$ cat config.mk
export PLATFORM = sky130hd
export DESIGN_NAME = mpd_isqrt
export DESIGN_NICKNAME = d
export VERILOG_FILES = /design/src/rtl/core/mpd_pkg.sv /design/src/rtl/core/mpd_isqrt.sv
export SDC_FILE = /design/constraint.sdc
export NUM_CORES = 1
export LEC_CHECK = 0
export ABC_AREA = 1
export BUFFER_PORTS_ARGS = -buffer_cell sky130_fd_sc_hd__buf_4
export CAP_MARGIN = 20
export CORE_MARGIN = 2
export CORE_UTILIZATION = 55
export CTS_BUF_LIST = sky130_fd_sc_hd__clkbuf_4 sky130_fd_sc_hd__clkbuf_8 sky130_fd_sc_hd__clkbuf_16
export CTS_CLUSTER_DIAMETER = 120
export DETAILED_ROUTE_END_ITERATION = 10
export PLACE_DENSITY = 0.78
export SLEW_MARGIN = 20
export SYNTH_ARGS = -nofsm -noshare
export SYNTH_HDL_FRONTEND = slang
export SYNTH_SLANG_ARGS = --single-unit
$ cat constraint.sdc
create_clock -name clk_i -period 3.5 [get_ports clk_i]
set_clock_uncertainty 0.05 [all_clocks]
set_input_delay 0.175 -clock clk_i [delete_from_list [all_inputs] [get_ports clk_i]]
set_output_delay 0.175 -clock clk_i [all_outputs]
set_load 0.1 [all_outputs]
$ cat src/rtl/core/mpd_pkg.sv
// ----------------------------------------------------------------------------
// mpd_pkg
// types and constants shared by the median point displacement block
// ----------------------------------------------------------------------------
package mpd_pkg;

  localparam int unsigned CoordW   = 16;
  localparam int unsigned SqW      = 34;
  localparam int unsigned DistW    = 17;
  localparam int unsigned CountW   = 11;
  localparam int unsigned MaxPairs = 1024;

  typedef struct packed {
    logic signed [CoordW-1:0] first_x;
    logic signed [CoordW-1:0] first_y;
    logic signed [CoordW-1:0] second_x;
    logic signed [CoordW-1:0] second_y;
    logic                     last_pair;
  } mpd_in_t;

  typedef struct packed {
    logic [DistW-1:0]  median_distance;
    logic [CountW-1:0] pair_count;
    logic              overflow;
  } mpd_out_t;

endpackage

$ cat src/rtl/core/mpd_isqrt.sv
// ----------------------------------------------------------------------------
// mpd_isqrt
// digit-by-digit integer square root, one result bit per cycle
// ----------------------------------------------------------------------------
module mpd_isqrt (
  input  logic                      clk_i,
  input  logic                      rst_ni,
  input  logic                      start_i,
  input  logic [mpd_pkg::SqW-1:0]   val_i,
  output logic                      done_o,
  output logic [mpd_pkg::DistW-1:0] root_o
);
  import mpd_pkg::*;

  localparam int unsigned CntW = $clog2(DistW + 1);

  logic [SqW-1:0]   rem_q, rem_d, val_q, val_d;
  logic [DistW-1:0] root_q, root_d;
  logic [CntW-1:0]  cnt_q, cnt_d;
  logic             busy_q, busy_d, done_q, done_d;
  logic [SqW-1:0]   rem_sh, trial;

  always_comb begin
    rem_d = rem_q; val_d = val_q; root_d = root_q; cnt_d = cnt_q;
    busy_d = busy_q; done_d = 1'b0;
    rem_sh = {rem_q[SqW-3:0], val_q[SqW-1:SqW-2]};
    trial  = SqW'({root_q, 2'b01});
    if (start_i) begin
      rem_d = '0; val_d = val_i; root_d = '0; cnt_d = '0; busy_d = 1'b1;
    end else if (busy_q) begin
      val_d = val_q << 2;
      if (rem_sh >= trial) begin
        rem_d  = rem_sh - trial;
        root_d = {root_q[DistW-2:0], 1'b1};
      end else begin
        rem_d  = rem_sh;
        root_d = {root_q[DistW-2:0], 1'b0};
      end
      cnt_d = cnt_q + CntW'(1);
      if (cnt_q == CntW'(DistW - 1)) begin
        busy_d = 1'b0;
        done_d = 1'b1;
      end
    end
  end

  always_ff @(posedge clk_i or negedge rst_ni) begin
    if (!rst_ni) begin
      busy_q <= 1'b0;
      done_q <= 1'b0;
      cnt_q  <= '0;
    end else begin
      busy_q <= busy_d;
      done_q <= done_d;
      cnt_q  <= cnt_d;
    end
  end

  always_ff @(posedge clk_i) begin
    rem_q <= rem_d; val_q <= val_d; root_q <= root_d;
  end

  assign done_o = done_q;
  assign root_o = root_q;

endmodule

==> metrics.txt, run 1 <==
Final Core Density=63.42%; relative slew slack=47.13%; final instance area=6198 sq um; remaining antenna violation count=0; Congestion Overflow GR=0; WL/cell=13.50 um; Critical Path End Type=register; CTS Sinks=90; Via density=5.151; Pwr Density=831.7 nW/um^2; r2r setup slk=0.67 ns; synthesized flop and latch total=90; Synth Area in Adders=4.765%; most common cell after layout, fill and taps aside=nand2_1; Hold Crit Depth=3; Max Cap Violations=0; Fillers=915; Tmin final=2.834 ns; total power=5.156 mW; main combinational cell family by area after synthesis=simple AND/OR/NAND/NOR gates; CTS Buffer Depth=2; total die area=10,840 sq um; synth unique cells=31; vias in the first global route=5,077; Num CTS Buffers=9; final hold violations=0; DP HPWL=10.59 mm; Worst Path Arrival=3.04 ns; Least-Margin Pin Slew=0.7902 ns; Root Buffer=clkbuf_8; CP Max Fanout=41; most used routing layer=met2; die width=104.1 um; mux contribution to synthesized area=0%; share of layout cells above drive strength 1=8.837%; final count of pins violating max slew=0; peak supply drop=0.0003116 V; PostCTS Resize Cnt=0; Initial Util=56.41%; met3 usage=4.699%; Post-Synth XOR/XNOR Area=2.065%; I/O Buffers=54; Hold Crit Class=primary input to register; leading cell types in the layout, fill and taps excluded=374 x nand2_1, 113 x inv_1, 59 x buf_4; CP startpoint=root_o[14]$_SDFFE_PP0P_; ant diodes=0; I/O pins=55; Iteration-0 DRC Markers=281; setup TNS=0 ns; DR pass1 iterations=5; setup violators final=0; WHS=0.01589 ns; clk_lat worst skew=0.37 ns; setup bufs post-CTS=0; critical path class=register to register; yosys warns=0; syn_area_per_cell=6.564 sq um; Die Y=104.1 um; status=finished clean; GR Util met2=44.64%; f_max=0.3529 GHz; gp weighted congestion=1.046; H-tree levels=3; FF+latch area=2177 sq um; P_leak=3.272 nW; first-pass GRT wire length=23.68 mm; Syn-to-layout area delta=12.41%; Worst Hold End=val_q[1]$_SDFFCE_PN0P_; area of the multi-input gates=2791 sq um; Post-Syn Instances=840; largest net degree at the start of global routing=47; R2R depth=15; Crit Reg-Reg Startpoint=root_o[14]$_SDFFE_PP0P_; CTS tree=yes; GR Util All Layers=26.87%; hold buffers post-CTS=1; startpoint types=register; WP data required=3.70 ns; final worst slack=0.6660 ns; final worst path period share=80.97%; Post-Syn Nets=898; complex-gate fraction of the synthesized area=7.125%; nets=947; Clock Pin Slew Worst Setup and Hold Paths=0.09 ns; area post-placement=6013 sq um; via count=5,290; Place WS=0.7050 ns; routed wire length=13.87 mm; FP Rows=36; dpl cells=1,010; DRC=0; simple-gate share of the synthesized area=36.67%; Post-Layout Cell Count=1,027; sequential-to-total area share from yosys stat=39.48%; M1 GR Usage=36.26%; hold_sp=val_i[1]; RSZ-0062 raised after global routing=no; reg2reg end=rem_q[10]$_SDFFE_PP0P_; initial antenna violation count=0; synthesized area=5514 sq um; Core ar.=9774 sq um
[logic make-up after synthesis]
| logic type | count (synthesis) |
|---|---|
| buffers and inverters | 138 |
| flip-flops | 90 |
| AO/OA/AOI/OAI | 73 |
| adder cells (fa/ha/maj) | 21 |
| AND/OR/NAND/NOR | 505 |
| XOR/XNOR | 13 |
[area by class of cell]
type | instances | area share (%)
Multi-Input combinational cell | 612 | 45.03
Sequential cell | 90 | 35.12
Timing Repair Buffer | 60 | 7.307
Inverter | 116 | 7.025
Tap cell | 133 | 2.685
Clock buffer | 11 | 2.241
Clock inverter | 5 | 0.5854
[critical path, cell delays in order, from the launching register on]
cell	delay, ns
dfxtp_1	0.35
inv_1	0.07
ha_1	0.37
nand2_1	0.09
nor2_1	0.26
nand2_1	0.08
nor2_1	0.12
nand2_1	0.06
nand2_1	0.07
nor2_2	0.04
nand2_2	0.58
inv_2	0.28
nand2_1	0.12
nand2_1	0.05
nand2_1	0.06
nand2_1	0.06
[routing by layer]
metal | up-vias | part of all wire (%)
li1 | 2714 | -
met1 | 2406 | 46
met2 | 153 | 47
met3 | 17 | 5.6
met4 | 0 | 1.4
met5 | - | 0
[flip-flops by register name (all words and copies together) (netlist names)]
signal	flops
done_o	1
val_q	34
cnt_q	5
root_o	17
busy_q	1
rem_q	32
[how the worst max path moves through the flow]
| stage | end | slack (ns) |
|---|---|---|
| floorplan | rem_q[17]$_SDFFE_PP0P_ | 0.76 |
| global placement | rem_q[13]$_SDFFE_PP0P_ | 0.71 |
| detailed placement | rem_q[10]$_SDFFE_PP0P_ | 0.71 |
| CTS | rem_q[10]$_SDFFE_PP0P_ | 0.66 |
| global route | rem_q[12]$_SDFFE_PP0P_ | 0.28 |
| finish | rem_q[10]$_SDFFE_PP0P_ | 0.67 |
[power breakdown]
| part | switching, mW | internal (mW) |
|---|---|---|
| Clock | 0.376 | 0.277 |
| Sequential | 0.148 | 1.29 |
| Combinational | 2.05 | 1.01 |
[synthesized netlist by cell type]
master	instances	area (sq um)
nand2_1	374	1404
inv_1	114	427.9
nor2_1	58	217.7
dfxtp_1	49	980.9
nand3_1	47	235.2
edfxtp_1	34	1021
a21oi_1	27	135.1
o21ai_0	25	125.1
ha_1	21	262.8
clkbuf_1	16	60.06
o22ai_1	16	100.1
xor2_1	10	87.58
dfrtp_1	7	175.2
nand3b_1	6	45.04
nand4_1	5	31.28
nor3_1	5	25.02
and2_1	4	25.02
buf_4	3	22.52
xnor2_1	3	26.28
buf_6	2	22.52
nor2_2	2	12.51
o21ai_1	2	10.01
o21bai_1	2	15.01
a21boi_0	1	7.510
buf_2	1	5.000
clkinv_1	1	3.750
inv_2	1	3.750
nand2_2	1	6.260
nor3b_1	1	7.510
or2_0	1	6.260
or2_1	1	6.260
Note: power is estimated with default switching activity, not from simulation.
==> run 2: changes to the inputs <==
--- a/config.mk
+++ b/config.mk
@@ -9,11 +9,11 @@
 export BUFFER_PORTS_ARGS = -buffer_cell sky130_fd_sc_hd__buf_4
 export CAP_MARGIN = 20
 export CORE_MARGIN = 2
-export CORE_UTILIZATION = 55
+export CORE_UTILIZATION = 54
 export CTS_BUF_LIST = sky130_fd_sc_hd__clkbuf_4 sky130_fd_sc_hd__clkbuf_8 sky130_fd_sc_hd__clkbuf_16
 export CTS_CLUSTER_DIAMETER = 120
 export DETAILED_ROUTE_END_ITERATION = 10
-export PLACE_DENSITY = 0.78
+export PLACE_DENSITY = 0.8
 export SLEW_MARGIN = 20
 export SYNTH_ARGS = -nofsm -noshare
 export SYNTH_HDL_FRONTEND = slang
==> constraint.sdc (replaced) <==
create_clock -name clk_i -period 2.51 [get_ports clk_i]
set_clock_uncertainty 0.05 [all_clocks]
set_input_delay 0.1255 -clock clk_i [delete_from_list [all_inputs] [get_ports clk_i]]
set_output_delay 0.1255 -clock clk_i [all_outputs]
set_load 0.1 [all_outputs]
==> run 2 against run 1 <==
Final cell count rose by 4.1%. Maximum frequency rose by 25%. Setup slack got worse by 0.42 ns. Count of clock-buffer cells in the layout shrank 2. Clock power rose by 58%. Wire length up 11%. Sequential share of layout area decreased by 2.5 points. Register-to-register slack got worse by 0.42 ns. Critical path depth fell by 1. Power increased by 47%. Non-clock buffer count increased by 42. Highest routed layer unchanged.
==> metrics.txt, run 2 (synthesized netlist as in run 1, its figures left out) <==
status=finished clean; DRC=0 (unchanged); GR Util All Layers=29.42% (+2.5 points); via count=5,536 (+4.7%); Least-Margin Pin Slew=0.6156 ns (-0.1746 ns); Slowest cell on crit path=ha_1; crit-path leading delay family=simple AND/OR/NAND/NOR gates; delay of the slowest cell on the worst path=0.35 ns (-0.23 ns); gp weighted congestion=0.9683 (-7.4%); peak supply drop=0.0006476 V (+110%); setup bufs post-CTS=0 (unchanged); RSZ-0062 raised after global routing=no; Clock Pin Slew Worst Setup and Hold Paths=0.11 ns (+0.02 ns); final worst path period share=90.01% (+9.0 points); Core ar.=9864 sq um (+0.92%); clk_lat worst skew=0.40 ns (+0.03 ns); Worst Path Arrival=2.49 ns (-0.55 ns); WL/cell=14.40 um (+6.6%); CP Max Fanout=13 (-68%); Root Buffer=clkbuf_8; I/O Buffers=54 (unchanged); largest net degree at the start of global routing=38 (-19%); Crit Reg-Reg Startpoint=root_o[11]$_SDFFE_PP0P_; Largest register FFs=34 (unchanged); Iteration-0 DRC Markers=379 (+35%); setup violators final=0 (unchanged); R2R depth=14 (-1); routed wire length=15.39 mm (+11%); die width=105.1 um (+0.89%); remaining antenna violation count=0 (unchanged); H-tree levels=3 (unchanged); Critical Path End Type=register; reg2reg end=rem_q[1]$_SDFFE_PP0P_; DR pass1 iterations=5 (unchanged); startpoint types=register; Final Core Density=68.21% (+4.8 points); total die area=11,040 sq um (+1.8%); initial antenna violation count=0 (unchanged); final count of pins violating max slew=0 (unchanged); Pwr Density=1127 nW/um^2 (+35%); first-pass GRT wire length=25.79 mm (+8.9%); ant diodes=0 (unchanged); CTS Sinks=90 (unchanged); relative slew slack=58.91% (+12 points); CP bufs+invs=3 (+1); nets=989 (+4.4%); Hold Crit Class=primary input to async pin; Num CTS Buffers=9 (unchanged); most common cell after layout, fill and taps aside=nand2_1; final hold violations=0 (unchanged); f_max=0.4426 GHz (+25%); critical path class=register to register; r2r setup slk=0.25 ns (-0.42 ns); DP HPWL=10.60 mm (+0.13%); Biggest register=val_q; Die Y=105.1 um (+0.89%); Congestion Overflow GR=0 (unchanged); vias in the first global route=5,442 (+7.2%); setup TNS=0 ns (unchanged); Syn-to-layout area delta=22.03%; CTS Buffer Depth=2 (unchanged); Max Cap Violations=0 (unchanged); WP data required=2.74 ns (-0.96 ns); Tmin final=2.259 ns (-0.5747 ns); worst-path cell chain=inv_1 -> ha_1 -> nand2_1 -> inv_1 -> nand2_1 -> nand2_1 -> nand2_1 -> a21oi_2 -> nor2_2 -> nand2_4 -> inv_2 -> nand2_1 -> nand3_1 -> nand2_1; I/O pins=55 (unchanged); Via density=5.179 (+0.54%); FP Rows=36 (unchanged); leading cell types in the layout, fill and taps excluded=374 x nand2_1, 113 x inv_1, 64 x buf_4; total power=7.582 mW (+47%); CTS tree=yes; P_leak=3.503 nW (+7.1%); Initial Util=55.90% (-0.52 points); share of layout cells above drive strength 1=11.75% (+2.9 points); most frequent CP cell=nand2_1
## run 2: metrics by stage
| step | worst slack, ns | cells | cell area (sq um) | hold WS, ns |
|---|---|---|---|---|
| 2_1_floorplan | 0.1190 | 840 | 5535 | -0.2201 |
| 3_3_place_gp | 0.2057 | 1017 | 6115 | -0.1090 |
| 3_5_place_dp | 0.1503 | 1017 | 6115 | -0.1060 |
| 4_1_cts | 0.1407 | 1068 | 6660 | 0.01905 |
| 5_1_grt | 0.02650 | 1069 | 6729 | 0.04838 |
| 6_report | 0.2507 | 1069 | 6729 | 0.03798 |
## run 2: worst reg2reg max path, cell delays in order, from the launching register on
cell     delay (ns)
dfxtp_2        0.33
inv_1          0.06
ha_1           0.35
nand2_1        0.16
inv_1          0.07
nand2_1        0.07
nand2_1        0.11
nand2_1        0.11
a21oi_2        0.07
nor2_2         0.12
nand2_4        0.14
inv_2          0.26
nand2_1        0.09
nand3_1        0.09
nand2_1        0.06
## run 2: worst max path at each step
stage	from	depth (start not counted)	slack [ns]	to
floorplan	root_o[7]$_SDFFE_PP0P_	14	0.12	rem_q[17]$_SDFFE_PP0P_
global placement	root_o[12]$_SDFFE_PP0P_	14	0.21	rem_q[0]$_SDFFE_PP0P_
detailed placement	root_o[6]$_SDFFE_PP0P_	14	0.15	rem_q[18]$_SDFFE_PP0P_
CTS	root_o[7]$_SDFFE_PP0P_	14	0.14	rem_q[18]$_SDFFE_PP0P_
global route	root_o[12]$_SDFFE_PP0P_	14	0.03	rem_q[18]$_SDFFE_PP0P_
finish	root_o[11]$_SDFFE_PP0P_	14	0.25	rem_q[1]$_SDFFE_PP0P_
## run 2: timing repair
action                                  4_1_cts  5_1_grt
gates resized for setup                       0        7
hold buffers                                 35        0
endpoints found under the setup margin        0       30
hold endpoints to repair                     41        0
## run 2: report_power, final
part | internal [mW] | switching, mW | total (mW)
combinational | 1.60 | 2.93 | 4.52
clock | 0.466 | 0.568 | 1.03
sequential | 1.80 | 0.224 | 2.02
## run 2: area by class of cell
type,instances,area [sq um]
Clock buffer,9,123.9
Clock inverter,7,71.32
Fill cell,808,3136
Inverter,116,435.4
Multi-Input combinational cell,612,2838
Sequential cell,90,2198
Tap cell,133,166.4
Timing Repair Buffer,102,895.9
## run 2: routing by layer
layer	track usage, %	part of all wire, %
met5	0	0
met2	48.38	46
met4	10.38	3.2
met3	7.112	7.2
met1	37.68	44
==> run 3: changes to the inputs <==
==> constraint.sdc (replaced) <==
create_clock -name clk_i -period 2.51 [get_ports clk_i]
set_clock_uncertainty 0.05 [all_clocks]
set_input_delay 0.251 -clock clk_i [delete_from_list [all_inputs] [get_ports clk_i]]
set_output_delay 0.251 -clock clk_i [all_outputs]
set_load 0.1 [all_outputs]
==> run 3 against run 2 <==
Count of clock-buffer cells in the layout increased by 1. Register-to-register slack about the same. Final cell count decreased by 2.9%. Hold slack improved by 0.042 ns. Sequential cell count unchanged. Sequential share of layout area increased by 1.7 points. Critical path type unchanged. Critical endpoint is now rem_q[16]$_SDFFE_PP0P_.
==> metrics.txt, run 3 (synthesized netlist as in run 1, its figures left out) <==
status=finished clean; Least-Margin Pin Slew=0.5910 ns (-0.02466 ns); Root Buffer=clkbuf_8; most frequent CP cell=nand2_1; Congestion Overflow GR=0 (unchanged); Biggest register=val_q; final instance area=6400 sq um (-4.9%); H-tree levels=3 (unchanged); first-pass GRT wire length=23.48 mm (-8.9%); NetSw=3.647 mW (-1.9%); Tmin final=2.263 ns (+0.003683 ns); RSZ-0062 raised after global routing=no; die width=105.1 um (unchanged); Slowest cell on crit path=ha_1; internal power=3.853 mW (-0.24%); leading cell types in the layout, fill and taps excluded=374 x nand2_1, 113 x inv_1, 67 x buf_4; worst-path cell chain=inv_1 -> ha_1 -> nand2_1 -> nor2_2 -> nand2_1 -> nor2_1 -> nand2_1 -> nand2_1 -> nor2_2 -> nand2_4 -> buf_4 -> or2_0 -> nand3_1 -> nand2_1; area post-placement=6122 sq um (+0.12%); WL/cell=13.33 um (-7.4%); Num CTS Buffers=9 (unchanged); f_max=0.4419 GHz (-0.16%); Clock Power Share=14.0% (+0.4 points); Core ar.=9864 sq um (unchanged); combinational power share=59.1% (-0.6 points); DP HPWL=10.45 mm (-1.5%); final hold violations=0 (unchanged); CP Max Fanout=8 (-5); sw frac=48.63% (-0.43 points); final worst slack=0.2470 ns (-0.003683 ns); gp weighted congestion=0.9858 (+1.8%); CP bufs+invs=2 (-1); total die area=11,040 sq um (unchanged); CTS Sinks=90 (unchanged); most common cell after layout, fill and taps aside=nand2_1; remaining antenna violation count=0 (unchanged); Iteration-0 DRC Markers=353 (-6.9%); delay of the slowest cell on the worst path=0.36 ns (about the same); via count=5,200 (-6.1%); Via density=5.010 (-3.3%); setup TNS=0 ns (unchanged); DR WL met2=6.179 mm (-12%); Place WS=0.1616 ns (+0.01127 ns); setup violators final=0 (unchanged); Largest register FFs=34 (unchanged); Max Cap Violations=0 (unchanged); part of the power in registers=26.9% (+0.2 points); Max Used Layer=met4; Initial Util=55.90% (unchanged); relative slew slack=60.56% (+1.6 points); initial antenna violation count=0 (unchanged); clk_lat worst skew=0.37 ns (-0.03 ns); P_leak=3.368 nW (-3.9%); Pwr Density=1172 nW/um^2 (+4.0%); CTS Buffer Depth=2 (unchanged); peak supply drop=0.0005914 V (-8.7%); Clock Pin Slew Worst Setup and Hold Paths=0.10 ns (about the same); WHS=0.07987 ns (+0.04189 ns); M1 wire length=6.539 mm (-3.7%); FP Rows=36 (unchanged); routed wire length=13.84 mm (-10%); Critical Path End Type=register; final count of pins violating max slew=0 (unchanged); ant diodes=0 (unchanged); final worst path period share=90.16% (+0.15 points); Worst Path Arrival=2.48 ns (about the same); I/O pins=55 (unchanged); startpoint types=register; DRC=0 (unchanged); critical path class=register to register; Hold Crit Class=primary input to register; Syn-to-layout area delta=16.07%; CTS tree=yes; metal3 WL=859 um (-22%); share of layout cells above drive strength 1=12.38% (+0.62 points); DR pass1 iterations=5 (unchanged); WP data required=2.73 ns (about the same); I/O Buffers=54 (unchanged); crit-path leading delay family=simple AND/OR/NAND/NOR gates; vias in the first global route=4,943 (-9.2%); largest net degree at the start of global routing=38 (unchanged); Die Y=105.1 um (unchanged); total power=7.500 mW (-1.1%); nets=958 (-3.1%); GR Util All Layers=26.38% (-3.0 points)
==> run 3: cell count changes in the layout (fill, tap and decap cells not counted), moves of 2 or more <==
cell           delta
buf_4             +3
dlygate4sd3_1    -34
clkinvlp_4        +2
inv_6             -2
==> run 3: final timing paths <==
path	start	endpoint	slack (ns)	cells after the start
max	root_o[6]$_SDFFE_PP0P_	rem_q[16]$_SDFFE_PP0P_	0.25	14
min in group asynchronous	rst_ni	cnt_q[0]$_DFFE_PN0P_	0.18	2
min reg2reg	rem_q[31]$_SDFFE_PP0P_	rem_q[31]$_SDFFE_PP0P_	0.41	2
max reg2reg	root_o[6]$_SDFFE_PP0P_	rem_q[16]$_SDFFE_PP0P_	0.25	14
max in group asynchronous	rst_ni	cnt_q[3]$_DFFE_PN0P_	2.10	2
min	val_i[1]	val_q[1]$_SDFFCE_PN0P_	0.08	3
==> run 3: timing repair <==
action                                 4_1_cts  5_1_grt
buffers inserted                             0        2
hold buffers                                 1        0
setup endpoints to repair                    0       30
resized for setup                            0        4
endpoints found under the hold margin        7        0
==> run 3: per-layer routing <==
metal	global-route usage [%]	vias up
li1	-	2733
met2	41.65	161
met5	0	-
met4	9.238	0
met3	5.614	21
met1	35.77	2285
==> run 3: worst min-delay path, cell delays in order <==
cell,delay (ns)
buf_4,0.07
nand2_1,0.04
inv_1,0.04
==> run 3: power by group through the flow <==
stage               Combinational [mW]  Clock, mW  Sequential [mW]
floorplan                         3.23          0             2.06
global placement                  4.21          0             2.04
detailed placement                4.25          0             2.03
CTS                               4.26       1.07             2.01
global route                      5.09       1.12             2.05
finish                            4.43       1.05             2.02
==> run 3: final cells by class <==
type | count | area (sq um)
Inverter | 116 | 435.4
Multi-Input combinational cell | 612 | 2816
Timing Repair Buffer | 71 | 578.1
Sequential cell | 90 | 2198
Clock inverter | 6 | 73.82
Clock buffer | 10 | 131.4
Fill cell | 901 | 3465
Tap cell | 133 | 166.4
==> run 3: through the flow <==
stage                     instances  utilization [%]
after global placement         1018            62.06
after global routing           1038            64.88
after CTS                      1035            64.24
after detailed placement       1018            62.06
after floorplan                 840                -
final                          1038            64.88
