<file path="config.mk">
export PLATFORM = sky130hd
export DESIGN_NAME = mpd_sqdist
export DESIGN_NICKNAME = d
export VERILOG_FILES = /design/src/rtl/core/mpd_pkg.sv /design/src/rtl/core/mpd_sqdist.sv
export SDC_FILE = /design/constraint.sdc
export NUM_CORES = 1
export LEC_CHECK = 0
export BUFFER_PORTS_ARGS = -buffer_cell sky130_fd_sc_hd__buf_2
export CELL_PAD_IN_SITES_DETAIL_PLACEMENT = 0
export CELL_PAD_IN_SITES_GLOBAL_PLACEMENT = 2
export CORE_AREA = 2 2 177 179
export CTS_CLUSTER_DIAMETER = 120
export DETAILED_ROUTE_END_ITERATION = 8
export DIE_AREA = 0 0 179 181
export MAX_ROUTING_LAYER = met4
export PLACE_DENSITY_LB_ADDON = 0.15
export SETUP_SLACK_MARGIN = 0.5
export SLEW_MARGIN = 30
export SYNTH_ARGS = -nofsm -noshare
export SYNTH_HDL_FRONTEND = slang
export SYNTH_SLANG_ARGS = --single-unit
</file>
<file path="constraint.sdc">
create_clock -name clk_i -period 5.72 [get_ports clk_i]
set_clock_uncertainty 0.2 [all_clocks]
set_input_delay 1.144 -clock clk_i [delete_from_list [all_inputs] [get_ports clk_i]]
set_output_delay 1.144 -clock clk_i [all_outputs]
set_load 0.02 [all_outputs]
</file>
<file path="src/rtl/core/mpd_pkg.sv">
// ----------------------------------------------------------------------------
// mpd_pkg
// types and constants shared by the median point displacement block
// ----------------------------------------------------------------------------
package mpd_pkg;

  localparam int unsigned CoordW   = 16;
  localparam int unsigned SqW      = 34;
  localparam int unsigned DistW    = 17;
  localparam int unsigned CountW   = 11;
  localparam int unsigned MaxPairs = 1024;

  typedef struct packed {
    logic signed [CoordW-1:0] first_x;
    logic signed [CoordW-1:0] first_y;
    logic signed [CoordW-1:0] second_x;
    logic signed [CoordW-1:0] second_y;
    logic                     last_pair;
  } mpd_in_t;

  typedef struct packed {
    logic [DistW-1:0]  median_distance;
    logic [CountW-1:0] pair_count;
    logic              overflow;
  } mpd_out_t;

endpackage

</file>
<file path="src/rtl/core/mpd_sqdist.sv">
// ----------------------------------------------------------------------------
// mpd_sqdist
// bit-serial squared distance: dx*dx + dy*dy by shift and add, one bit a cycle
// ----------------------------------------------------------------------------
module mpd_sqdist (
  input  logic                      clk_i,
  input  logic                      rst_ni,
  input  logic                      start_i,
  input  logic [mpd_pkg::CoordW:0]  dx_i,
  input  logic [mpd_pkg::CoordW:0]  dy_i,
  output logic                      done_o,
  output logic [mpd_pkg::SqW-1:0]   sq_o
);
  import mpd_pkg::*;

  localparam int unsigned MagW = CoordW + 1;
  localparam int unsigned CntW = $clog2(MagW + 1);

  logic [MagW-1:0] ax_q, ax_d, ay_q, ay_d, mx_q, mx_d, my_q, my_d;
  logic [SqW-1:0]  acc_q, acc_d;
  logic [CntW-1:0] cnt_q, cnt_d;
  logic            busy_q, busy_d, done_q, done_d;
  logic [SqW-1:0]  addend;

  function automatic logic [MagW-1:0] mag(input logic [MagW-1:0] v);
    mag = v[MagW-1] ? (~v + MagW'(1)) : v;
  endfunction

  always_comb begin
    ax_d = ax_q; ay_d = ay_q; mx_d = mx_q; my_d = my_q;
    acc_d = acc_q; cnt_d = cnt_q; busy_d = busy_q; done_d = 1'b0;
    addend = '0;
    if (start_i) begin
      ax_d = mag(dx_i); ay_d = mag(dy_i);
      mx_d = mag(dx_i); my_d = mag(dy_i);
      acc_d = '0; cnt_d = '0; busy_d = 1'b1;
    end else if (busy_q) begin
      if (mx_q[0]) addend = addend + (SqW'(ax_q) << cnt_q);
      if (my_q[0]) addend = addend + (SqW'(ay_q) << cnt_q);
      acc_d = acc_q + addend;
      mx_d = mx_q >> 1;
      my_d = my_q >> 1;
      cnt_d = cnt_q + CntW'(1);
      if (cnt_q == CntW'(MagW - 1)) begin
        busy_d = 1'b0;
        done_d = 1'b1;
      end
    end
  end

  always_ff @(posedge clk_i or negedge rst_ni) begin
    if (!rst_ni) begin
      busy_q <= 1'b0;
      done_q <= 1'b0;
      cnt_q  <= '0;
    end else begin
      busy_q <= busy_d;
      done_q <= done_d;
      cnt_q  <= cnt_d;
    end
  end

  always_ff @(posedge clk_i) begin
    ax_q <= ax_d; ay_q <= ay_d; mx_q <= mx_d; my_q <= my_d; acc_q <= acc_d;
  end

  assign done_o = done_q;
  assign sq_o   = acc_q;

endmodule

</file>
==> metrics.csv, run 1 <==
stage;metric;value;unit
status;outcome;finished with violations;
status;failing checks;setup timing;
hold_path;Hold Path End;sq_o[32];
sta;Tmin final;6130;ps
hold_path;worst hold path class;reg -> reg;
clocking;CTS Buf Count;9;
place;placed instance area;13800;µm²
critical_path;Top delay family on crit path;compound AO/OA/AOI/OAI gates;
drt;DR DRC count;0;
hold_path;Worst Hold Depth;2;
clocking;Clock Pin Slew Worst Setup and Hold Paths;90;ps
critical_path;r2r endpoint;sq_o[26];
power;Power Dens Cells;299;nW/µm²
flow_run;Max Cap Violations;0;
yosys;ys flop type;edfxtp_1;
sta;Final Cycle Share;1.07;
drt;DRT Wirelength;36300;µm
drt;via count;10500;
drt;Top Metal Used;met4;
yosys;yosys warns;0;
drt;met3 wire length;1560;µm
sta;worst relative slew slack;0.576;
sta;final setup margin;-409;ps
critical_path;Critical Path AT;6200;ps
sta;final hold violation count;0;
floorplan;die area;32400;µm²
floorplan;die height;181;µm
clocking;H-tree Lvls;3;
hold_path;Hold Crit Start;sq_o[32];
critical_path;Worst Path Buf+Inv;6;
place;DP Wirelength;28000;µm
power;NetSw;1.82;mW
yosys;Mapped Area;10600;µm²
power;Seq pwr share;0.233;
clocking;CTS Hold Bufs;0;
drt;Routed Antenna Nets;0;
critical_path;critical path depth in cells;29;
yosys;ys async rst share;0.0642;
critical_path;Worst path slowest cell;mux4_2;
drt;WL/cell;18.3;µm
yosys;cells after synthesis;1199;
power;Clk network pwr share;0.138;
yosys;Seq cells post-synth;109;
drt;Met2 Wirelength;17000;µm
drt;drt initial violations;602;
critical_path;WS Path Type;reg -> reg;
critical_path;CP startpoint kind;flip-flop;
drt;M1 WL;17100;µm
layout;Layout area overhead;45.2;%
floorplan;Initial Util;0.349;
place;routability cong.;0.933;
sta;Slew @ Worst Pin;631;ps
layout;fin cells;1983;
sta;fmax;163;MHz
global_route;first-pass GRT wire length;58000;µm
sta;final count of negative-setup-slack endpoints;14;
sta;Max Transition Viols Final;0;
critical_path;Required @ worst endpoint;5790;ps
drt;vias per cell;5.31;
global_route;initial antenna violation count;2;
critical_path;worst r2r path cells;29;
power;Max IR drop VDD;0.267;mV
yosys;post-synth net total;1308;
critical_path;RR Startpoint;cnt_q[0];
layout;ant diodes;0;
yosys;sequential area share after synthesis;0.274;
place;placed cell count;1918;
clocking;Clock Path Buffers;2;
critical_path;CP dominant cell by count;buf_4;
yosys;EDFF count, synth;68;
place;IO Port Bufs;71;
critical_path;crit end category;flip-flop;
power;Leak;6.85;nW
floorplan;core area;30300;µm²
layout;final core occ;0.506;
clocking;Worst-Skew Late Latency;390;ps
power;Comb pwr share;0.629;
layout;ratio of cells with drive above 1 in the final layout;0.437;
yosys;post-synth cell types;80;
drt;First-pass DRT Iterations;5;
sta;RSZ-0062 raised after global routing;yes;
global_route;largest net degree at the start of global routing;52;
global_route;number of global-route vias before repair;10600;
layout;Filler cells;2857;
clocking;clk sinks;109;
layout;post-route cell area;15400;µm²
global_route;GRT overflow;0;
yosys;Avg Inst Size Synth;8.83;µm²
critical_path;crit-path max cell delay;540;ps
clocking;CTS root buf;clkbuf_16;
layout;Final #Nets;1691;
critical_path;R2R setup slack;-410;ps
critical_path;Crit Path Max Fanout;8;
floorplan;Die X;179;µm
power;Internal Power;2.78;mW
floorplan;num ports;72;
clocking;CTS tree;built;
power;Switching Fraction;0.396;
global_route;Tot GR Track Use;0.238;
floorplan;Core Rows;64;
through the flow:
stage / setup TNS, ps / hold WS (ps) / worst slack (ps) / power (mW)
finish: -2890 / 276 / -409 / 4.60
global placement: -3050 / 283 / -475 / 3.45
CTS: -2850 / 289 / -361 / 4.44
detailed placement: -3150 / 282 / -501 / 3.45
floorplan: -154 / 325 / -92.5 / 2.47
global route: -6920 / 311 / -708 / 4.94
worst max-delay path by stage:
| stage | end | startpoint | slack (ps) |
|---|---|---|---|
| final | sq_o[26] | cnt_q[0] | -410 |
| after global placement | sq_o[33] | cnt_q[0] | -470 |
| after detailed placement | sq_o[33] | cnt_q[0] | -500 |
| after CTS | sq_o[33] | cnt_q[0] | -360 |
| after global routing | sq_o[33] | cnt_q[0] | -710 |
| after floorplan | sq_o[33] | cnt_q[0] | -90 |
final cells by class:
| class | count | area, µm² | share of cell area |
|---|---|---|---|
| clock buffers | 9 | 225 | 0.0147 |
| clock inverters | 7 | 61.3 | 0.00399 |
| inverters | 41 | 154 | 0.0100 |
| multi-input cells | 989 | 8250 | 0.537 |
| flip-flops and latches | 109 | 2900 | 0.189 |
| well taps | 396 | 495 | 0.0322 |
| repair buffers | 432 | 3280 | 0.214 |
power groups by stage:
stage | Clock [mW] | Sequential, mW | Combinational [mW]
2_1_floorplan | 0 | 1.12 | 1.35
3_3_place_gp | 0 | 1.08 | 2.37
3_5_place_dp | 0 | 1.08 | 2.37
4_1_cts | 0.667 | 1.07 | 2.70
5_1_grt | 0.693 | 1.09 | 3.15
6_report | 0.636 | 1.07 | 2.89
cells in the mapped netlist, drive strengths merged, types with 6 or more instances:
| library cell | number | area share |
|---|---|---|
| o21ai | 86 | 0.042 |
| nor2 | 97 | 0.034 |
| and2 | 25 | 0.015 |
| and3 | 12 | 0.0076 |
| a22o | 9 | 0.0074 |
| nand2 | 118 | 0.042 |
| a21o | 31 | 0.022 |
| dfxtp | 34 | 0.064 |
| or3 | 16 | 0.0095 |
| xnor2 | 59 | 0.049 |
| edfxtp | 68 | 0.19 |
| inv | 41 | 0.015 |
| nor3 | 28 | 0.013 |
| clkbuf | 34 | 0.012 |
| nand2b | 8 | 0.0047 |
| o22ai | 15 | 0.0089 |
| xor2 | 14 | 0.012 |
| buf | 26 | 0.013 |
| dfrtp | 7 | 0.017 |
| nand4 | 8 | 0.0047 |
| a21oi | 90 | 0.043 |
| mux2 | 59 | 0.064 |
| o21bai | 10 | 0.0071 |
| nor2b | 13 | 0.0077 |
| mux4 | 24 | 0.051 |
| o21a | 10 | 0.0071 |
| ha | 70 | 0.083 |
| o31ai | 14 | 0.010 |
| a221oi | 6 | 0.0073 |
| a22oi | 6 | 0.0047 |
| nand3 | 20 | 0.0095 |
| o311ai | 6 | 0.0050 |
| a211oi | 19 | 0.015 |
| mux2i | 50 | 0.047 |
| o211ai | 9 | 0.0064 |
sequential cells by signal (all words and copies together) (netlist names):
register	flops
ax_q	17
cnt_q	5
ay_q	17
sq_o	34
mx_q	17
busy_q	1
my_q	17
done_o	1
worst register-to-register path, delay by kind of cell (launching register included):
kind	cells	cell delay, ps
buffers and inverters	6	800
muxes	4	930
adders and majority gates	2	550
AOI/OAI and AO/OA	12	2570
DFF	1	440
xor gates and xnor gates	1	70
and+or+nand+nor	4	440
kinds of logic after synthesis:
family          Yosys count  synth area share
compound gates          346             0.216
xor+xnor                 73            0.0604
fa+ha+maj                72            0.0865
buf+inv                 101            0.0399
flops                   109             0.274
mux                     133             0.162
simple gates            365             0.162
placed cells by master, fill, tap and decap left out, drive strengths merged, types with 13 or more instances in the layout:
cell type,instances
buf,432
nand2,118
nor2,97
a21oi,90
o21ai,86
ha,70
edfxtp,68
xnor2,59
mux2,59
mux2i,50
inv,45
dfxtp,34
a21o,31
nor3,28
and2,25
mux4,24
nand3,20
a211oi,19
or3,16
o22ai,15
xor2,14
o31ai,14
nor2b,13
per-layer routing:
| layer | vias to the layer above | track usage |
|---|---|---|
| met5 | - | - |
| met4 | 0 | 0.0553 |
| met3 | 33 | 0.0337 |
| met2 | 228 | 0.373 |
| met1 | 5032 | 0.322 |
| li1 | 5234 | - |
timing repair:
item	CTS	global route
pin swaps	43	47
setup endpoints to repair	21	24
buffers inserted	36	12
gates cloned	1	0
gates resized for setup	118	69
Note: power is estimated with default switching activity, not from simulation.
==> run 2: changes to the inputs <==
--- a/config.mk
+++ b/config.mk
@@ -15,6 +15,7 @@
 export MAX_ROUTING_LAYER = met4
 export PLACE_DENSITY_LB_ADDON = 0.15
 export SETUP_SLACK_MARGIN = 0.5
+export SKIP_LAST_GASP = 1
 export SLEW_MARGIN = 30
 export SYNTH_ARGS = -nofsm -noshare
 export SYNTH_HDL_FRONTEND = slang
==> metrics.csv, run 2 (synthesized netlist as in run 1, its figures left out) <==
stage;metric;value;unit;change
drt;DR DRC count;0;;unchanged
critical_path;Worst path slowest cell;mux4_2;;
power;Leak;6.87;nW;+0.27%
sta;RSZ-0062 raised after global routing;yes;;
drt;via count;10600;;+0.53%
critical_path;Worst Setup SP;cnt_q[0];;
drt;DRT Wirelength;36200;µm;-0.15%
floorplan;die height;181;µm;unchanged
global_route;first-pass GRT wire length;58000;µm;about the same
critical_path;Worst Path Buf+Inv;4;;-2
sta;Final Cycle Share;1.07;;+0.00296
layout;post-route cell area;15300;µm²;-0.24%
critical_path;Required @ worst endpoint;5790;ps;about the same
clocking;CTS Hold Bufs;0;;unchanged
layout;Final #Nets;1693;;+0.12%
global_route;GR peak layer;met2;;
layout;ant diodes;0;;unchanged
global_route;GRT overflow;0;;unchanged
status;outcome;finished with violations;;
clocking;CTS Buf Count;9;;unchanged
layout;final core occ;0.505;;-0.00120
critical_path;CP startpoint kind;flip-flop;;
clocking;Clock Pin Slew Worst Setup and Hold Paths;90;ps;about the same
clocking;Worst-Skew Late Latency;390;ps;about the same
place;placed instance area;13800;µm²;unchanged
floorplan;core area;30300;µm²;unchanged
flow_run;Max Cap Violations;0;;unchanged
power;Power Dens Cells;296;nW/µm²;-1.2%
global_route;met2 usage;0.373;;unchanged
sta;final hold violation count;0;;unchanged
clocking;CTS tree;built;;
floorplan;Initial Util;0.349;;unchanged
clocking;clk sinks;109;;unchanged
drt;vias per cell;5.33;;+0.43%
global_route;fraction of met1 tracks used by global routing;0.322;;about the same
critical_path;Top delay family on crit path;compound AO/OA/AOI/OAI gates;;
global_route;met3 Use GR;0.0337;;unchanged
hold_path;Hold Crit Start;sq_o[32];;
place;DP Wirelength;28000;µm;unchanged
layout;max reg flops;34;;unchanged
critical_path;crit end category;flip-flop;;
global_route;largest net degree at the start of global routing;52;;unchanged
drt;drt initial violations;614;;+2.0%
place;routability cong.;0.933;;unchanged
clocking;Clock Path Buffers;2;;unchanged
layout;ratio of cells with drive above 1 in the final layout;0.436;;-0.00118
global_route;number of global-route vias before repair;10600;;unchanged
drt;WL/cell;18.2;µm;-0.25%
sta;Tmin final;6150;ps;+16.9 ps
hold_path;worst hold path class;reg -> reg;;
layout;most frequent cells in the layout;335 x buf_4, 112 x nand2_1, 89 x nor2_1;;
sta;fmax;163;MHz;-0.28%
global_route;initial antenna violation count;2;;unchanged
sta;final setup margin;-426;ps;-16.9 ps
floorplan;die area;32400;µm²;unchanged
sta;worst relative slew slack;0.577;;+0.000759
drt;Routed Antenna Nets;0;;unchanged
place;IO Port Bufs;71;;unchanged
critical_path;RR Startpoint;cnt_q[0];;
sta;final count of negative-setup-slack endpoints;14;;unchanged
floorplan;Core Rows;64;;unchanged
status;failing checks;setup timing;;
critical_path;crit-path max cell delay;540;ps;about the same
clocking;CTS root buf;clkbuf_16;;
layout;Layout area overhead;44.8;%;
sta;Slew @ Worst Pin;630;ps;-1.13 ps
sta;setup TNS;-3000;ps;-118 ps
critical_path;Critical Path AT;6220;ps;+20 ps
global_route;Tot GR Track Use;0.237;;about the same
floorplan;Die X;179;µm;unchanged
clocking;H-tree Lvls;3;;unchanged
critical_path;Crit Path Max Fanout;8;;unchanged
drt;First-pass DRT Iterations;5;;unchanged
critical_path;WS Path Type;reg -> reg;;
place;post-place setup slack;-501;ps;unchanged
floorplan;num ports;72;;unchanged
sta;minimum hold slack;280;ps;+3.66 ps
layout;most common cell after layout, fill and taps aside;buf_4;;
power;Max IR drop VDD;0.259;mV;-3.0%
sta;Max Transition Viols Final;0;;unchanged
-- run 2: changes by cell type in the layout (fill, tap and decap cells not counted), moves of 2 or more --
cell     delta
ha_1        +2
mux2_4      +2
nor2_1      +2
o21ai_0     +3
buf_6       -3
mux2_2      -2
o21ai_2     -2
buf_4       +6
-- run 2: layout make-up --
type | count | area, µm²
multi-input combinational | 989 | 8220
clock buffer | 9 | 225
inverter | 41 | 154
sequential | 109 | 2900
timing repair buffer | 434 | 3270
clock inverter | 7 | 61.3
fill | 2880 | 15000
tap | 396 | 495
-- run 2: worst paths after layout --
path / to / slack, ps / cells past startpoint
worst max register to register: sq_o[33] / -430 / 26
min in group asynchronous: done_o / 400 / 1
worst min-delay path: sq_o[32] / 280 / 2
worst max-delay path: sq_o[33] / -430 / 26
max in group asynchronous: cnt_q[1] / 4700 / 1
worst min register to register: sq_o[32] / 280 / 2
-- run 2: through the flow --
stage	cells	power, mW
finish	1985	4.54
global route	1985	4.87
CTS	1971	4.44
detailed placement	1918	3.45
global placement	1918	3.45
floorplan	1199	2.47
-- run 2: metal layers --
layer  part of all wire  up-vias
li1                   -     5241
met1               0.48     5087
met2               0.47      224
met3              0.040       31
met4              0.015        0
met5                  0        -
-- run 2: power by group --
part | internal, mW | switching [mW]
Sequential | 0.971 | 0.100
Clock | 0.305 | 0.332
Combinational | 1.47 | 1.36
-- run 2: worst register-to-register path: cells and delay by family (launching register included) --
| kind | cells | cell delay, ps |
|---|---|---|
| simple gates | 3 | 690 |
| buf+inv | 4 | 570 |
| compound gates | 12 | 2300 |
| flops | 1 | 440 |
| fa+ha+maj | 2 | 550 |
| mux | 5 | 1290 |
-- run 2: what timing repair did --
item	4_1_cts	5_1_grt
resized for setup	115	62
buffers inserted	36	14
setup endpoints to repair	21	24
gates cloned	1	0
pin swaps	41	48
==> run 3: changes to the inputs <==
--- a/config.mk
+++ b/config.mk
@@ -8,10 +8,11 @@
 export BUFFER_PORTS_ARGS = -buffer_cell sky130_fd_sc_hd__buf_2
 export CELL_PAD_IN_SITES_DETAIL_PLACEMENT = 0
 export CELL_PAD_IN_SITES_GLOBAL_PLACEMENT = 2
-export CORE_AREA = 2 2 177 179
+export CORE_AREA = 2 2 175 177
+export CTS_BUF_LIST = sky130_fd_sc_hd__clkbuf_2
 export CTS_CLUSTER_DIAMETER = 120
 export DETAILED_ROUTE_END_ITERATION = 8
-export DIE_AREA = 0 0 179 181
+export DIE_AREA = 0 0 177 179
 export MAX_ROUTING_LAYER = met4
 export PLACE_DENSITY_LB_ADDON = 0.15
 export SETUP_SLACK_MARGIN = 0.5
==> metrics.csv, run 3 (synthesized netlist as in run 1, its figures left out) <==
stage;metric;value;unit;change
drt;First-pass DRT Iterations;5;;unchanged
power;Power Dens Cells;293;nW/µm²;-0.87%
clocking;Clock Path Buffers;2;;unchanged
clocking;CTS Buf Count;9;;unchanged
hold_path;Worst Hold Depth;2;;unchanged
layout;Final #Nets;1695;;+0.12%
critical_path;RR Startpoint;cnt_q[0];;
layout;Layout area overhead;46.3;%;
power;Max IR drop VDD;0.133;mV;-49%
clocking;CTS tree;built;;
drt;drt initial violations;550;;-10%
critical_path;R2R setup slack;-310;ps;+110 ps
clocking;H-tree Lvls;3;;unchanged
drt;WL/cell;18.3;µm;+0.45%
sta;Slew @ Worst Pin;965;ps;+335 ps
global_route;largest net degree at the start of global routing;67;;+29%
power;Leak;6.87;nW;about the same
status;failing checks;setup timing;;
critical_path;Critical Path AT;6510;ps;+290 ps
sta;Final Cycle Share;1.05;;-0.0195
place;IO Port Bufs;71;;unchanged
hold_path;Hold Path End;sq_o[23];;
power;post-layout total power;4.54;mW;+0.15%
layout;most frequent cells in the layout;330 x buf_4, 111 x nand2_1, 86 x nor2_1;;
sta;final setup margin;-314;ps;+112 ps
floorplan;core area;30000;µm²;-1.1%
global_route;number of global-route vias before repair;10200;;-3.6%
critical_path;r2r endpoint;sq_o[33];;
critical_path;Required @ worst endpoint;6200;ps;+410 ps
critical_path;crit end category;flip-flop;;
floorplan;die area;31700;µm²;-2.2%
place;DP Wirelength;28800;µm;+2.6%
global_route;initial antenna violation count;1;;-1
sta;Max Transition Viols Final;0;;unchanged
drt;via count;10500;;-0.69%
floorplan;Core Rows;64;;unchanged
drt;vias per cell;5.29;;-0.84%
drt;DRT Wirelength;36400;µm;+0.60%
sta;worst relative slew slack;0.357;;-0.220
sta;RSZ-0062 raised after global routing;yes;;
floorplan;Initial Util;0.353;;+0.00372
layout;most common cell after layout, fill and taps aside;buf_4;;
sta;final hold violation count;0;;unchanged
drt;Routed Antenna Nets;0;;unchanged
sta;fmax;166;MHz;+1.9%
sta;final count of negative-setup-slack endpoints;9;;-5
layout;final core occ;0.516;;+0.0106
place;routability cong.;0.911;;-2.4%
critical_path;Crit Path Max Fanout;8;;unchanged
hold_path;worst hold path class;reg -> reg;;
layout;ratio of cells with drive above 1 in the final layout;0.451;;+0.0152
floorplan;die height;179;µm;-1.1%
global_route;first-pass GRT wire length;57000;µm;-1.8%
status;outcome;finished with violations;;
clocking;Clock Pin Slew Worst Setup and Hold Paths;390;ps;+300 ps
flow_run;Max Cap Violations;0;;unchanged
layout;max reg flops;34;;unchanged
clocking;CTS root buf;clkbuf_2;;
critical_path;WS Path Type;reg -> reg;;
clocking;clk sinks;109;;unchanged
critical_path;CP startpoint kind;flip-flop;;
global_route;GRT overflow;0;;unchanged
global_route;Tot GR Track Use;0.238;;+0.000451
critical_path;worst r2r path cells;25;;-3.8%
floorplan;num ports;72;;unchanged
clocking;Worst-Skew Late Latency;730;ps;+340 ps
floorplan;Die X;177;µm;-1.1%
drt;DR DRC count;0;;unchanged
sta;Tmin final;6030;ps;-112 ps
hold_path;Hold Crit Start;sq_o[23];;
==> run 3: metal layers <==
metal | up-vias | wire (µm) | GRT usage
li1 | 5247 | - | -
met4 | 0 | 762 | 0.0696
met5 | - | 0 | -
met1 | 5031 | 16300 | 0.293
met3 | 37 | 971 | 0.0216
met2 | 195 | 18400 | 0.415
==> run 3: cell type report <==
class,count,area [µm²]
fill,2826,14500
multi-input combinational,989,8460
timing repair buffer,436,3330
sequential,109,2900
tap,396,495
inverter,41,156
clock inverter,7,101
clock buffer,9,45.0
antenna,1,2.50
==> run 3: how the worst max path moves through the flow <==
stage | startpoint | to | slack [ps] | cells past startpoint
global placement | cnt_q[0] | sq_o[32] | -590 | 26
global route | cnt_q[0] | sq_o[33] | -670 | 29
CTS | cnt_q[0] | sq_o[33] | -190 | 28
floorplan | cnt_q[0] | sq_o[33] | -90 | 28
detailed placement | cnt_q[0] | sq_o[33] | -570 | 25
finish | cnt_q[0] | sq_o[33] | -310 | 25
==> run 3: per-stage QoR <==
step | cells | hold WS (ps) | setup TNS (ps) | instance area, µm² | setup slack [ps]
2_1_floorplan | 1199 | 325 | -154 | 10800 | -92.5
3_3_place_gp | 1896 | 285 | -4990 | 13600 | -595
3_5_place_dp | 1896 | 293 | -5040 | 13600 | -571
4_1_cts | 1960 | 319 | -1030 | 14800 | -185
5_1_grt | 1988 | 343 | -5280 | 15500 | -675
6_report | 1988 | 312 | -1540 | 15500 | -314
==> run 3: report_power, final <==
part | total (mW) | switching [mW] | leakage (nW) | internal [mW]
Clock | 0.433 | 0.347 | 0.0828 | 0.0864
Sequential | 1.09 | 0.114 | 1.07 | 0.972
Combinational | 3.02 | 1.41 | 5.72 | 1.61
Total | 4.54 | 1.87 | 6.87 | 2.67
==> run 3: repair_timing <==
action                                  CTS  global route
pin swaps                                74            59
hold endpoints to repair                  5             0
endpoints found under the setup margin   23            24
hold buffers                              1             0
gates cloned                              1             0
buffers inserted                         46            27
resized for setup                       131            96
==> run 3: worst max-delay path: stages, from the launching register on <==
cell and delay [ps]:
dfrtp_2 480, buf_12 140, buf_8 130, mux4_2 540, mux2i_2 230, mux2i_2 150
and2_4 200, ha_4 220, a21o_1 170, a21o_1 210, a221oi_4 310, buf_4 170
nor2_4 40, o2111ai_4 240, a21oi_4 110, buf_4 140, buf_4 120, a211oi_1 320
or2_0 170, o211ai_1 160, buf_4 190, ha_1 300, a21o_1 200, or3_1 340
mux2i_1 160, mux2_1 330
